### src/rtl/core/aarc_pkg.sv
`timescale 1ns / 1ps
// ----------------------------------------------------------------------------
// aarc_pkg: shared types and constants
// Item structs, register indexes, mode and status codes, and the hex digit
// helper for the ASCII answer receiver.
// ----------------------------------------------------------------------------
package aarc_pkg;

  // Depth of the frame buffer; a frame never holds BUF_DEPTH characters.
  localparam int BUF_DEPTH = 256;
  localparam int CNT_W     = $clog2(BUF_DEPTH);

  localparam int TIMER_W   = 16;
  localparam int CFG_IDX_W = 1;
  localparam int CFG_DAT_W = 16;

  // Register indexes.
  localparam logic [CFG_IDX_W-1:0] REG_CHECK_ENABLE   = 1'b0;
  localparam logic [CFG_IDX_W-1:0] REG_ANSWER_TIMEOUT = 1'b1;

  // Input item modes.
  localparam logic [1:0] MODE_ARM  = 2'd0;
  localparam logic [1:0] MODE_BYTE = 2'd1;
  localparam logic [1:0] MODE_TICK = 2'd2;

  // Result status codes.
  localparam logic [1:0] ST_OK      = 2'd0;
  localparam logic [1:0] ST_BADSUM  = 2'd1;
  localparam logic [1:0] ST_SHORT   = 2'd2;
  localparam logic [1:0] ST_TIMEOUT = 2'd3;

  // Frame terminator characters.
  localparam logic [7:0] CH_NUL  = 8'h00;
  localparam logic [7:0] CH_SEMI = 8'h3B;
  localparam logic [7:0] CH_LF   = 8'h0A;
  localparam logic [7:0] CH_CR   = 8'h0D;

  localparam logic [TIMER_W-1:0] TIMER_MAX = '1;

  typedef struct packed {
    logic [1:0] mode;
    logic [7:0] data_byte;
  } in_item_t;

  typedef struct packed {
    logic [1:0] status;
    logic [7:0] frame_length;
  } out_item_t;

  typedef struct packed {
    logic               check_enable;
    logic [TIMER_W-1:0] answer_timeout;
  } cfg_t;

  // Upper-case ASCII hex digit of a nibble.
  function automatic logic [7:0] hex_digit(input logic [3:0] nib);
    logic [7:0] d;
    if (nib < 4'd10) begin
      d = 8'h30 + {4'd0, nib};
    end else begin
      d = 8'h41 + {4'd0, nib} - 8'd10;
    end
    return d;
  endfunction

  function automatic logic is_terminator(input logic [7:0] c);
    return (c == CH_NUL) || (c == CH_SEMI) || (c == CH_LF) || (c == CH_CR);
  endfunction

endpackage

### src/rtl/core/ascii_answer_receiver_checksum_top.sv
`timescale 1ns / 1ps
// ----------------------------------------------------------------------------
// ascii_answer_receiver_checksum_top: ASCII answer receiver with checksum
// The result passes through the input register and then the output register,
// and out_valid rises once the result is held in the output register.
// Throughput: one input transfer per cycle, set by the state update in the
// frame unit; output back-pressure stalls the input register.
// Reset (rst_n, synchronous, active low) disarms the receiver, clears the
// frame and timer, and loads check_enable = 1 and answer_timeout = 100.
// ----------------------------------------------------------------------------
module ascii_answer_receiver_checksum_top import aarc_pkg::*; (
  input  logic                 clk,
  input  logic                 rst_n,
  input  logic                 in_valid,
  output logic                 in_ready,
  input  in_item_t             in_item,
  output logic                 out_valid,
  input  logic                 out_ready,
  output out_item_t            out_item,
  input  logic                 cfg_valid,
  output logic                 cfg_ready,
  input  logic [CFG_IDX_W-1:0] cfg_index,
  input  logic [CFG_DAT_W-1:0] cfg_data
);

  // Configuration registers. Writes are always taken; software must write
  // them only while the receiver is idle, which the block does not enforce.
  cfg_t cfg_r;

  always_ff @(posedge clk) begin
    if (!rst_n) begin
      cfg_r.check_enable   <= 1'b1;
      cfg_r.answer_timeout <= TIMER_W'(100);
    end else if (cfg_valid) begin
      case (cfg_index)
        REG_CHECK_ENABLE:   cfg_r.check_enable   <= cfg_data[0];
        REG_ANSWER_TIMEOUT: cfg_r.answer_timeout <= cfg_data[TIMER_W-1:0];
        default: begin
        end
      endcase
    end
  end

  assign cfg_ready = 1'b1;

  // Output register state; its loading is described further down.
  logic      out_valid_r;
  out_item_t out_item_r;

  // Input register. The item held here is applied to the receiver state in
  // the cycle it moves on, which happens whenever the output register is
  // empty or its result is being transferred out.
  logic     s1_valid_r;
  in_item_t s1_item_r;
  logic     advance;
  logic     proc;

  assign advance  = !out_valid_r || out_ready;
  assign proc     = s1_valid_r && advance;
  assign in_ready = !s1_valid_r || advance;

  always_ff @(posedge clk) begin
    if (!rst_n) begin
      s1_valid_r <= 1'b0;
    end else if (in_ready) begin
      s1_valid_r <= in_valid;
    end
  end

  always_ff @(posedge clk) begin
    if (in_ready && in_valid) begin
      s1_item_r <= in_item;
    end
  end

  // Frame collection, checksum check and timeout.
  logic      core_res_valid;
  out_item_t core_res;

  aarc_frame u_frame (
    .clk       (clk),
    .rst_n     (rst_n),
    .proc      (proc),
    .item      (s1_item_r),
    .cfg       (cfg_r),
    .res_valid (core_res_valid),
    .res       (core_res)
  );

  // Output register: loaded whenever it can advance, so items that make no
  // result simply leave it empty.
  always_ff @(posedge clk) begin
    if (!rst_n) begin
      out_valid_r <= 1'b0;
    end else if (advance) begin
      out_valid_r <= core_res_valid;
    end
  end

  always_ff @(posedge clk) begin
    if (advance && core_res_valid) begin
      out_item_r <= core_res;
    end
  end

  assign out_valid = out_valid_r;
  assign out_item  = out_item_r;

`ifndef SYNTHESIS
  // An empty output register never blocks the input side.
  a_ready_when_empty: assert property (@(posedge clk) disable iff (!rst_n)
    !out_valid_r |-> in_ready)
    else $error("input stalled with an empty output register");

  // Only bytes and ticks produce results.
  a_result_source: assert property (@(posedge clk) disable iff (!rst_n)
    core_res_valid |-> (proc && (s1_item_r.mode == MODE_BYTE ||
                                 s1_item_r.mode == MODE_TICK)))
    else $error("result from an item that cannot produce one");

  // A timeout result always reports a zero length.
  a_timeout_len: assert property (@(posedge clk) disable iff (!rst_n)
    (out_valid_r && out_item_r.status == ST_TIMEOUT) |->
      (out_item_r.frame_length == 8'd0))
    else $error("timeout result with nonzero length");
`endif

endmodule

### src/rtl/core/aarc_frame.sv
`timescale 1ns / 1ps
// ----------------------------------------------------------------------------
// aarc_frame: frame collection and checking
// Holds the receiver state and applies one item per strobe, giving the
// result of that item, if any, in the same cycle.
// ----------------------------------------------------------------------------
module aarc_frame import aarc_pkg::*; (
  input  logic      clk,
  input  logic      rst_n,
  input  logic      proc,
  input  in_item_t  item,
  input  cfg_t      cfg,
  output logic      res_valid,
  output out_item_t res
);

  logic               armed_r,   armed_nxt;
  logic [CNT_W-1:0]   count_r,   count_nxt;
  logic [7:0]         dsum_r,    dsum_nxt;
  logic [7:0]         prev_r,    prev_nxt;
  logic [7:0]         last_r,    last_nxt;
  logic [TIMER_W-1:0] elapsed_r, elapsed_nxt;
  logic [TIMER_W-1:0] tick_val;
  logic [1:0]         term_status;

  always_comb begin
    tick_val = (elapsed_r == TIMER_MAX) ? elapsed_r : elapsed_r + TIMER_W'(1);
    term_status = ST_OK;
    if (cfg.check_enable) begin
      if (count_r < CNT_W'(3)) begin
        term_status = ST_SHORT;
      end else if (prev_r != hex_digit(dsum_r[7:4]) ||
                   last_r != hex_digit(dsum_r[3:0])) begin
        term_status = ST_BADSUM;
      end
    end
  end

  always_comb begin
    armed_nxt   = armed_r;
    count_nxt   = count_r;
    dsum_nxt    = dsum_r;
    prev_nxt    = prev_r;
    last_nxt    = last_r;
    elapsed_nxt = elapsed_r;
    res_valid   = 1'b0;
    res.status       = ST_OK;
    res.frame_length = 8'(count_r);
    if (proc) begin
      case (item.mode)
        MODE_ARM: begin
          armed_nxt   = 1'b1;
          count_nxt   = '0;
          dsum_nxt    = '0;
          prev_nxt    = '0;
          last_nxt    = '0;
          elapsed_nxt = '0;
        end
        MODE_BYTE: begin
          if (armed_r) begin
            if (is_terminator(item.data_byte)) begin
              res_valid  = 1'b1;
              res.status = term_status;
              armed_nxt  = 1'b0;
            end else begin
              elapsed_nxt = '0;
              if (count_r == CNT_W'(BUF_DEPTH - 1)) begin
                // Overflow: drop the frame and the byte, start over.
                count_nxt = '0;
                dsum_nxt  = '0;
                prev_nxt  = '0;
                last_nxt  = '0;
              end else begin
                if (count_r >= CNT_W'(2)) begin
                  dsum_nxt = dsum_r + prev_r;
                end
                prev_nxt  = last_r;
                last_nxt  = item.data_byte;
                count_nxt = count_r + CNT_W'(1);
              end
            end
          end
        end
        MODE_TICK: begin
          if (armed_r) begin
            elapsed_nxt = tick_val;
            if (tick_val >= cfg.answer_timeout) begin
              res_valid        = 1'b1;
              res.status       = ST_TIMEOUT;
              res.frame_length = '0;
              armed_nxt        = 1'b0;
            end
          end
        end
        default: begin
        end
      endcase
    end
  end

  always_ff @(posedge clk) begin
    if (!rst_n) begin
      armed_r   <= 1'b0;
      count_r   <= '0;
      dsum_r    <= '0;
      prev_r    <= '0;
      last_r    <= '0;
      elapsed_r <= '0;
    end else begin
      armed_r   <= armed_nxt;
      count_r   <= count_nxt;
      dsum_r    <= dsum_nxt;
      prev_r    <= prev_nxt;
      last_r    <= last_nxt;
      elapsed_r <= elapsed_nxt;
    end
  end

endmodule
### config.mk
export PLATFORM = sky130hd
export DESIGN_NAME = ascii_answer_receiver_checksum_top
export DESIGN_NICKNAME = d
export VERILOG_FILES = /design/src/rtl/core/aarc_pkg.sv /design/src/rtl/core/ascii_answer_receiver_checksum_top.sv /design/src/rtl/core/aarc_frame.sv
export SDC_FILE = /design/constraint.sdc
export NUM_CORES = 1
export LEC_CHECK = 0
export ABC_AREA = 0
export BUFFER_PORTS_ARGS = -buffer_cell sky130_fd_sc_hd__buf_4
export CORE_ASPECT_RATIO = 0.8
export CORE_MARGIN = 8
export CORE_UTILIZATION = 55
export CTS_CLUSTER_SIZE = 25
export DETAILED_ROUTE_END_ITERATION = 10
export PLACE_DENSITY = 0.74
export REMOVE_ABC_BUFFERS = 1
export SLEW_MARGIN = 0
export SYNTH_ARGS = -nofsm -noshare
export SYNTH_HDL_FRONTEND = slang
export SYNTH_SLANG_ARGS = --single-unit
export TNS_END_PERCENT = 1
### constraint.sdc
create_clock -name clk -period 3.8 [get_ports clk]
set_input_delay 1.14 -clock clk [delete_from_list [all_inputs] [get_ports clk]]
set_output_delay 1.14 -clock clk [all_outputs]
set_load 0.02 [all_outputs]
==> reports/qor.yml, run 1 <==
met3_length_um: 953
via_per_inst: 5.819
period_minus_slack_ns: 3.606
status: "completed"
grt_start_max_net_pins: 28
arrival_ns: 3.67
hold_depth: 2
syn_area_mm2: 0.005147
top_layer_used: "met4"
syn_avg_cell_area_um2: 8.637
htreeDepth: 3
die_area_mm2: 0.01273
synthFlopType: "dfxtp_1"
hold_path.class: "flop to flop"
rsz0062_at_grt: "false"
cts_tree: "yes"
ys_seq_area_share_pct: 38.11
drt_iter0_drc: 320
root_buffer: "clkbuf_16"
post_drt_wl_per_cell_um: 15.85
finalPower_mw: 2.061
r2r_cells: 12
route.met2.wl_um: 4878
synthCells: 596
grt_pass1_wl_um: 19950
clockBufferDepth: 2
synth_edf_count: 20
worstHoldStart: "cfg_r[4]$_SDFFE_PN0P_"
start_util_pct: 56.71
nNetsFinal: 695
required_ns: 3.87
r2r-end: "out_item[1]$_DFFE_PP_"
max-cap-violations: 0
rows: 31
yosys_register_bits: 88
ys_types: 70
cts.sinks: 88
post_route_cells_drive_above_1_share_pct: 15.75
cp-end-kind: "flop"
reg2reg_from: "u_frame.elapsed_r[4]$_SDFFE_PN0P_"
grt_pass1_vias: 4155
portBuffers: 43
dp_hpwl_um: 8848
ir_worst_vdd_mv: 0.4001
synthMuxAreaShare_pct: 1.361
place_area_mm2: 0.005524
worstPathMaxFanout: 10
synth_area_leaders: "dfxtp_1 26%, edfxtp_1 12%, ha_1 7.8%, nand2_1 7.4%, a21oi_1 4.7%"
final_max_slew_viol_count: 0
max_freq_mhz: 277.3
synthSimpleGateAreaFrac_pct: 23.99
core_area_mm2: 0.009076
grt_usage_pct: 19.62
p_per_area_mw_per_mm2: 353.6
die_x_um: 124.2
power_leakage_nw: 2.197
hold_path_end: "cfg_r[4]$_SDFFE_PN0P_"
synth_fa_ha_area_share_pct: 8.167
worst_pin_slew_ns: 0.8182
ff2ff_setup_slack_ns: 0.19
yosysTopAreaCellShare_pct: 26.45
setup_tns_ns: 0
drc: 0
setup_viol_count_final: 0
fillers: 777
synthArstFlopShare_pct: 0
area_delta_synth_final_pct: 13.22
worstSetupPathType: "flop to flop"
firstDrtPassIters: 5
wl_met1_um: 5919
cp-start-kind: "flop"
finalHoldViolations: 0
antenna_found_initial: 0
holdBufCountCts: 0
yosys_warnings: 0
gp_congestion: 0.8565
stdcell_area_mm2: 0.005828
die_h_um: 102.5
cts_made_buffers: 9
yosys.area.top_type: "dfxtp_1"
insertedDiodeCount: 0
synth_compound_area_share_pct: 18.98
dr_total_vias: 4364
postRouteAntennaNets: 0
gr-total-overflow: 0
fin_skew_ns: 0.005936
synthXorXnorAreaFrac_pct: 4.424
slew_headroom_pct: 45.20
cts.clk_slew.worst_paths_ns: 0.06
fin_crit_sh_pct: 94.89
clock_latency_ns: 0.34
routed_wl_um: 11880
synth_top_family_by_area: "simple AND/OR/NAND/NOR gates"
io_pins: 45
==> kinds of logic after synthesis <==
group | Yosys count
flip-flops | 88
other | 1
adder cells (fa/ha/maj) | 33
AO/OA/AOI/OAI | 139
multiplexers | 7
AND/OR/NAND/NOR | 246
XOR/XNOR | 26
buffers and inverters | 56
==> layout make-up <==
type                    count  area (um^2)  area share, %
multi-input cells         452         2939          50.43
repair buffers             50        375.4          6.441
well taps                 115        143.9          2.469
clock buffers              11        242.7          4.165
inverters                  29        108.9          1.868
clock inverters             5        56.30         0.9661
flip-flops and latches     88         1962          33.66
==> through the flow <==
| step | hold WS, ns | setup slack [ns] | utilization, % | std cells |
|---|---|---|---|---|
| 2_1_floorplan | 0.4363 | 0.6357 | - | 569 |
| 3_3_place_gp | 0.4453 | 0.3624 | 60.86 | 734 |
| 3_5_place_dp | 0.4501 | 0.1655 | 60.86 | 734 |
| 4_1_cts | 0.4586 | 0.1326 | 64.16 | 750 |
| 5_1_grt | 0.4695 | 0.03243 | 64.21 | 750 |
| 6_report | 0.4567 | 0.1943 | 64.21 | 750 |
==> cell usage after synthesis (3+ instances only) <==
cell / number
a211oi_1: 4
a21o_1: 5
a21oi_1: 48
a21oi_2: 15
a31oi_1: 6
and2_1: 4
and3_1: 7
buf_4: 3
buf_6: 4
clkbuf_1: 20
dfxtp_1: 68
edfxtp_1: 20
ha_1: 32
inv_1: 29
mux2i_1: 7
nand2_1: 101
nand2b_1: 5
nand3_1: 25
nand3b_1: 4
nand4_1: 10
nor2_1: 33
nor2_2: 4
nor2b_1: 18
nor3_1: 4
nor3b_1: 3
nor4_1: 5
o211ai_1: 6
o21ai_0: 19
o21ai_1: 3
o311ai_0: 3
or3_1: 4
or4_1: 7
xnor2_1: 20
xor2_1: 6
==> worst max path at each step <==
stage                                                  from               endpoint  depth (start not counted)
after floorplan           u_frame.elapsed_r[3]$_SDFFE_PN0P_  out_item[0]$_DFFE_PP_                         12
after global placement    u_frame.elapsed_r[0]$_SDFFE_PN0P_  out_item[1]$_DFFE_PP_                         13
after detailed placement  u_frame.elapsed_r[0]$_SDFFE_PN0P_  out_item[1]$_DFFE_PP_                         13
after CTS                 u_frame.elapsed_r[0]$_SDFFE_PN0P_  out_item[1]$_DFFE_PP_                         13
after global routing      u_frame.elapsed_r[5]$_SDFFE_PN0P_  out_item[0]$_DFFE_PP_                         12
final                     u_frame.elapsed_r[4]$_SDFFE_PN0P_  out_item[1]$_DFFE_PP_                         12
==> power by group <==
group	switching [mW]	internal [mW]
combinational	0.104	0.0648
sequential	0.0244	0.981
clock	0.361	0.526
total	0.489	1.57
==> worst max-delay path, stage by stage, from the launching register on <==
cell      delay [ns]
dfxtp_1         0.45
nand4_1         0.21
nor4_2          0.42
buf_4           0.20
a21oi_1         0.07
a31oi_1         0.26
ha_1            0.30
a21o_1          0.18
a21oi_1         0.18
o211ai_1        0.12
a311oi_1        0.41
nor2b_1         0.15
o2111a_2        0.39
==> timing repair <==
item / CTS / global route
setup buffers: 0 / 0
resized for setup: 0 / 2
endpoints found under the setup margin: 0 / 10
==> routing by layer <==
layer	vias to the layer above	GRT usage (%)
met5	-	0
met1	2025	28.14
met3	14	5.911
li1	2183	-
met4	0	4.745
met2	142	28.00
==> layout by cell type, fill, tap and decap left out, drive strengths merged, types with 4 or more instances in the layout <==
cell	netlist	final
edfxtp	20	20
nand2	101	101
nand3	25	25
clkbuf	20	11
and3	7	7
xor2	6	6
o211ai	7	7
a211oi	5	5
o21ai	25	25
ha	32	32
nand4	10	10
and2	4	4
nand3b	4	4
a21o	5	5
xnor2	20	20
inv	29	29
nor2	37	37
a21oi	63	63
nand2b	5	5
or3	5	5
buf	7	50
a31oi	6	6
nor4	7	7
nor2b	18	18
nor3	5	5
or4	7	7
mux2i	7	7
dfxtp	68	68
==> sequential cells by signal, summed over array words and instances, names as in the netlist <==
name	flops
u_frame.count_r	8
out_item	10
out_valid	1
u_frame.dsum_r	8
u_frame.prev_r	8
s1_item_r	10
u_frame.elapsed_r	16
u_frame.last_r	8
u_frame.armed_r	1
cfg_r	17
s1_valid_r	1
(Power assumes the default switching activity.)
==> inputs of run 2 (changes only) <==
Settings changed: ABC_AREA 0 to 1.
==> reports/qor.yml, run 2 <==
status: "completed"
portBuffers: 43  # unchanged
synthArstFlopShare_pct: 0  # unchanged
core_area_mm2: 0.009076  # unchanged
gr-total-overflow: 0  # unchanged
cp-end-kind: "flop"
hold_path.class: "flop to flop"
required_ns: 3.80  # -0.07 ns
r2r_cells: 15  # +3
period_minus_slack_ns: 3.359  # -0.2467 ns
clock_latency_ns: 0.34  # about the same
start_util_pct: 56.66  # about the same
finalHoldViolations: 0  # unchanged
reg.largest.list: "cfg_r x17, u_frame.elapsed_r x16"
cts_made_buffers: 9  # unchanged
post_route_cells_drive_above_1_share_pct: 10.13  # -5.6 points
io_pins: 45  # unchanged
routed_wl_um: 12080  # +1.7%
mostFrequentLayoutCells: "180 x nand2_1, 97 x inv_1, 79 x nor2_1"
ys_types: 36  # -49%
worstHoldStart: "cfg_r[4]$_SDFFE_PN0P_"
yosys_warnings: 0  # unchanged
nNetsFinal: 830  # +19%
reg2reg_from: "u_frame.elapsed_r[0]$_SDFFE_PN0P_"
pre_cts_slack_ns: 0.4909  # +0.3255 ns
synthSimpleGateAreaFrac_pct: 29.59  # +5.6 points
synth_area_leaders: "dfxtp_1 26%, nand2_1 13%, edfxtp_1 12%, ha_1 7.8%, inv_1 7.1%"
ys_seq_area_share_pct: 38.15  # about the same
ir_worst_vdd_mv: 0.3534  # -12%
synth_top_family_by_area: "simple AND/OR/NAND/NOR gates"
cts.clk_slew.worst_paths_ns: 0.06  # about the same
cts_tree: "yes"
slew_headroom_pct: 48.21  # +3.0 points
die_x_um: 124.1  # about the same
synthMuxAreaShare_pct: 0  # -1.4 points
crit_cells: 15  # +3
dp_cells: 869  # +18%
dp_hpwl_um: 8902  # +0.61%
r2r-end: "out_item[0]$_DFFE_PP_"
yosys_register_bits: 88  # unchanged
fin_crit_sh_pct: 88.39  # -6.5 points
layout_commonest_cell: "nand2_1"
area_delta_synth_final_pct: 13.80
final_max_slew_viol_count: 0  # unchanged
die_area_mm2: 0.01272  # about the same
post_drt_wl_per_cell_um: 13.65  # -14%
fin_ws_ns: 0.4410  # +0.2467 ns
power_leakage_nw: 2.716  # +24%
cp_top_family: "simple AND/OR/NAND/NOR gates"
worstPathMaxFanout: 10  # unchanged
syn_area_mm2: 0.005142  # about the same
grt_pass1_wl_um: 20130  # +0.90%
via_per_inst: 5.388  # -7.4%
ff2ff_setup_slack_ns: 0.44  # +0.25 ns
firstDrtPassIters: 5  # unchanged
hold_path_end: "cfg_r[4]$_SDFFE_PN0P_"
setup_viol_count_final: 0  # unchanged
postRouteAntennaNets: 0  # unchanged
crit_slowest_cell: "dfxtp_1"
synth_fa_ha_area_share_pct: 8.175  # about the same
worstSetupPathType: "flop to flop"
synthCells: 730  # +22%
yosysMostFrequentCell: "nand2_1"
dr_total_vias: 4768  # +9.3%
max-cap-violations: 0  # unchanged
netlist_top_cells_count: "180 x nand2_1, 97 x inv_1, 79 x nor2_1"
holdBufCountCts: 0  # unchanged
antenna_found_initial: 0  # unchanged
fin_skew_ns: 0.005453  # -0.0004824 ns
layoutNonFillerInstCount: 885  # +18%
worstPathCellList: "ha_1, nand2_1, nor2_1, nand4_2, nor2_4, inv_1, o21ai_1, inv_1, ha_1, nand2_1, nor3b_1, nand2_1, nand4_1, nand3_1, inv_1"
gp_congestion: 0.9468  # +11%
drt_iter0_drc: 387  # +21%
synthXorXnorAreaFrac_pct: 3.066  # -1.4 points
finalPower_mw: 2.239  # +8.6%
grt_usage_pct: 19.84  # +0.22 points
hold_depth: 2  # unchanged
cts.sinks: 88  # unchanged
syn_avg_cell_area_um2: 7.044  # -18%
synthFlopType: "dfxtp_1"
slowest_delay_ns: 0.42  # -0.03 ns
htreeDepth: 3  # unchanged
max_freq_mhz: 297.7  # +7.3%
insertedDiodeCount: 0  # unchanged
yosysTopAreaCellShare_pct: 26.47  # about the same
yosys.area.top_type: "dfxtp_1"
drc: 0  # unchanged
postCtsSetupRepairBufs: 0  # unchanged
worst_pin_slew_ns: 0.7750  # -0.04316 ns
synth_compound_area_share_pct: 11.56  # -7.4 points
grt_start_max_net_pins: 29  # +3.6%
max_flop_register: "cfg_r"
rows: 31  # unchanged
rsz0062_at_grt: "false"
clockBufferDepth: 2  # unchanged
post_cts_resized: 0  # unchanged
crit_buf_inv: 3  # +2
synth_edf_count: 20  # unchanged
grt_pass1_vias: 4363  # +5.0%
largest_reg_flops: 17  # unchanged
cp-start-kind: "flop"
p_per_area_mw_per_mm2: 382.6  # +8.2%
root_buffer: "clkbuf_16"
die_h_um: 102.5  # about the same
arrival_ns: 3.35  # -0.32 ns
setup_tns_ns: 0  # unchanged
==> run 2: cell types whose count changed after synthesis, moves of 11 or more <==
cell	before	now
nand2_1	101	180
inv_1	29	97
nor2_1	33	79
nand3_1	25	53
o21ai_0	19	40
nor2b_1	18	0
a21oi_2	15	0
xnor2_1	20	5
nor3_1	4	16
clkbuf_1	20	9
==> run 2: logic make-up (layout without fill, tap and decap cells) <==
group	after synthesis	count (layout)
AND/OR/NAND/NOR	358	358
buffers and inverters	122	162
AO/OA/AOI/OAI	110	110
flip-flops	88	88
adder cells (fa/ha/maj)	33	33
XOR/XNOR	18	18
other	1	1
==> run 2: worst max path at each step <==
| stage | start | to | slack (ns) |
|---|---|---|---|
| 6_report | u_frame.elapsed_r[0]$_SDFFE_PN0P_ | out_item[0]$_DFFE_PP_ | 0.44 |
| 5_1_grt | u_frame.elapsed_r[0]$_SDFFE_PN0P_ | out_item[0]$_DFFE_PP_ | 0.06 |
| 4_1_cts | u_frame.elapsed_r[0]$_SDFFE_PN0P_ | out_item[0]$_DFFE_PP_ | 0.46 |
| 3_5_place_dp | u_frame.elapsed_r[0]$_SDFFE_PN0P_ | out_item[0]$_DFFE_PP_ | 0.49 |
| 3_3_place_gp | u_frame.elapsed_r[0]$_SDFFE_PN0P_ | out_item[0]$_DFFE_PP_ | 0.66 |
| 2_1_floorplan | u_frame.elapsed_r[0]$_SDFFE_PN0P_ | out_item[0]$_DFFE_PP_ | 1.03 |
==> run 2: routing by layer <==
metal / vias to the layer above / global-route usage [%] / part of all wire (%)
met3: 13 / 3.920 / 7.3
met5: - / 0 / 0
li1: 2426 / - / -
met2: 180 / 29.35 / 41
met1: 2149 / 28.38 / 50
met4: 0 / 5.931 / 1.4
==> run 2: area by class of cell <==
type / instances / area [um^2]
clock buffers: 9 / 225.2
clock inverters: 7 / 110.1
fillers: 823 / 3224
inverters: 102 / 382.9
multi-input cells: 520 / 2698
flip-flops and latches: 88 / 1962
well taps: 115 / 143.9
repair buffers: 44 / 330.3
==> run 2: tightest hold or removal path, cell delays in order, from the launching register on <==
cell and delay [ns]:
dfxtp_1 0.29, inv_1 0.07, a21oi_1 0.06
==> run 2: power breakdown <==
| group | internal [mW] | total [mW] | switching, mW |
|---|---|---|---|
| clock | 0.636 | 0.995 | 0.359 |
| sequential | 0.992 | 1.02 | 0.0289 |
| combinational | 0.0820 | 0.222 | 0.140 |
| total | 1.71 | 2.24 | 0.528 |
==> run 2: metrics by stage <==
step                hold slack, ns  instance area [um^2]  util, %
floorplan                   0.4347                  5042        -
global placement            0.4530                  5517    60.78
detailed placement          0.4598                  5517    60.78
CTS                         0.4681                  5852    64.47
global route                0.4904                  5852    64.47
finish                      0.4617                  5852    64.47
==> inputs of run 3 (changes only) <==
Settings changed: BUFFER_PORTS_ARGS -buffer_cell sky130_fd_sc_hd__buf_4 to not set, DONT_BUFFER_PORTS set to 1, PLACE_DENSITY 0.74 to 0.7.
Clock period 3.8 ns to 3.59 ns, I/O delays scaled along.
==> reports/qor.yml, run 3 (synthesized netlist as in run 2, its figures left out) <==
hold_depth: 2  # unchanged
crit_slowest_cell: "dfxtp_1"
max_freq_mhz: 302.7  # +1.7%
root_buffer: "clkbuf_16"
grt_pass1_wl_um: 20050  # -0.41%
reg.largest.list: "cfg_r x17, u_frame.elapsed_r x16"
rows: 31  # unchanged
worstPathMaxFanout: 8  # -2
cts.sinks: 88  # unchanged
p_int_mw: 1.600  # -6.5%
post_route_cells_drive_above_1_share_pct: 5.761  # -4.4 points
p_per_area_mw_per_mm2: 398.4  # +4.1%
period_minus_slack_ns: 3.304  # -0.05533 ns
dp_hpwl_um: 9088  # +2.1%
holdBufCountCts: 0  # unchanged
arrival_ns: 3.37  # +0.02 ns
whs_ns: 0.4590  # -0.002747 ns
fin_crit_sh_pct: 92.02  # +3.6 points
die_area_mm2: 0.01272  # unchanged
drt_iter0_drc: 307  # -21%
r2r_cells: 19  # +4
io_pins: 45  # unchanged
setup_tns_ns: 0  # unchanged
worstHoldStart: "cfg_r[9]$_SDFFE_PN0P_"
p_sw_mw: 0.5952  # +13%
ir_worst_vdd_mv: 0.3741  # +5.9%
status: "completed"
antenna_found_initial: 0  # unchanged
htreeDepth: 3  # unchanged
firstDrtPassIters: 5  # unchanged
worst_pin_slew_ns: 0.7619  # -0.01313 ns
power_leakage_nw: 2.480  # -8.7%
reg2reg_from: "u_frame.elapsed_r[0]$_SDFFE_PN0P_"
mostFrequentLayoutCells: "180 x nand2_1, 96 x inv_1, 79 x nor2_1"
clockBufferDepth: 2  # unchanged
portBuffers: 0  # -100%
final_max_slew_viol_count: 0  # unchanged
finalHoldViolations: 0  # unchanged
worstPathCellList: "ha_1, nand2_1, nor2_1, nand4_2, nor2_4, inv_1, o21ai_1, inv_1, ha_1, nand2_1, nand2_1, nand2_1, nand2_1, nand2_1, nand2_1, nand2_1, nand4_1, nand3_2, clkinvlp_4"
post_drt_wl_per_cell_um: 14.38  # +5.4%
cp-start-kind: "flop"
die_h_um: 102.5  # unchanged
dr_total_vias: 4644  # -2.6%
cp-end-kind: "flop"
drc: 0  # unchanged
grt_pass1_vias: 4307  # -1.3%
finalPower_mw: 2.195  # -2.0%
required_ns: 3.65  # -0.15 ns
ff2ff_setup_slack_ns: 0.29  # -0.15 ns
clock_latency_ns: 0.34  # about the same
hold_path.class: "flop to flop"
fin_skew_ns: 0.008325  # +0.002871 ns
max_flop_register: "cfg_r"
setup_viol_count_final: 0  # unchanged
slowest_delay_ns: 0.41  # about the same
combPwrFrac_pct: 9.3  # -0.6 points
max-cap-violations: 0  # unchanged
cpMostUsedCell: "nand2_1"
core_area_mm2: 0.009076  # unchanged
gp_congestion: 0.9260  # -2.2%
layout_commonest_cell: "nand2_1"
largest_reg_flops: 17  # unchanged
grt_usage_pct: 19.85  # about the same
routed_wl_um: 12140  # +0.48%
gr-total-overflow: 0  # unchanged
area_delta_synth_final_pct: 7.129
pwr-share-seq_pct: 49.3  # +3.7 points
slew_headroom_pct: 49.08  # +0.88 points
grt_start_max_net_pins: 32  # +10%
cts_made_buffers: 9  # unchanged
cts_tree: "yes"
swShare_pct: 27.12  # +3.5 points
power_frac_clock_pct: 41.5  # -3.0 points
die_x_um: 124.1  # unchanged
r2r-end: "out_item[2]$_DFFE_PP_"
via_per_inst: 5.502  # +2.1%
nNetsFinal: 789  # -4.9%
hold_path_end: "cfg_r[9]$_SDFFE_PN0P_"
cts.clk_slew.worst_paths_ns: 0.07  # about the same
postRouteAntennaNets: 0  # unchanged
worstSetupPathType: "flop to flop"
insertedDiodeCount: 0  # unchanged
start_util_pct: 56.66  # unchanged
-- run 3: worst max-delay path by stage --
stage,cells after the start,start,to,slack (ns)
finish,19,u_frame.elapsed_r[0]$_SDFFE_PN0P_,out_item[2]$_DFFE_PP_,0.29
global route,19,u_frame.elapsed_r[0]$_SDFFE_PN0P_,out_item[2]$_DFFE_PP_,-0.006
CTS,15,u_frame.elapsed_r[0]$_SDFFE_PN0P_,out_item[2]$_DFFE_PP_,0.1
detailed placement,15,u_frame.elapsed_r[0]$_SDFFE_PN0P_,out_item[2]$_DFFE_PP_,0.12
global placement,15,u_frame.elapsed_r[0]$_SDFFE_PN0P_,out_item[2]$_DFFE_PP_,0.26
floorplan,19,u_frame.elapsed_r[0]$_SDFFE_PN0P_,out_item[0]$_DFFE_PP_,0.82
-- run 3: cell type report --
class                           instances  area (um^2)
Inverter                              102        386.6
Timing Repair Buffer                    2        15.01
Sequential cell                        88         1962
Tap cell                              115        143.9
Multi-Input combinational cell        520         2708
Clock inverter                          7        61.31
Fill cell                             885         3567
Timing Repair inverter                  1        7.507
Clock buffer                            9        225.2
-- run 3: stage by stage --
| stage | cells | util, % | cell area, um^2 | setup slack, ns |
|---|---|---|---|---|
| finish | 844 | 60.70 | 5509 | 0.2863 |
| global route | 844 | 60.70 | 5509 | -0.005601 |
| CTS | 842 | 60.38 | 5480 | 0.09978 |
| detailed placement | 826 | 57.22 | 5194 | 0.1228 |
| global placement | 826 | 57.22 | 5194 | 0.2604 |
| floorplan | 710 | - | 5042 | 0.8244 |
-- run 3: what timing repair did --
action,4_1_cts,5_1_grt
endpoints found under the hold margin,0,0
buffers inserted,0,1
endpoints found under the setup margin,0,18
resized for setup,0,4
-- run 3: metal layers --
metal | vias up | GRT usage, % | wire length (um)
li1 | 2349 | - | -
met1 | 2115 | 28.04 | 6247
met2 | 156 | 28.78 | 4846
met3 | 24 | 4.914 | 851
met4 | 0 | 6.478 | 193
met5 | - | 0 | 0
-- run 3: power groups by stage --
stage	Clock, mW	Sequential, mW	Combinational [mW]
2_1_floorplan	0	1.09	0.156
6_report	0.910	1.08	0.203
4_1_cts	0.924	1.08	0.202
3_5_place_dp	0	1.10	0.201
3_3_place_gp	0	1.10	0.193
5_1_grt	0.974	1.09	0.235
-- run 3: critical path: cells and delay by family (launching register included) --
family | cells | cell delay (ns)
AO/OA/AOI/OAI | 1 | 0.15
adder cells (fa/ha/maj) | 2 | 0.50
buffers and inverters | 3 | 0.45
flip-flops | 1 | 0.41
AND/OR/NAND/NOR | 13 | 1.50
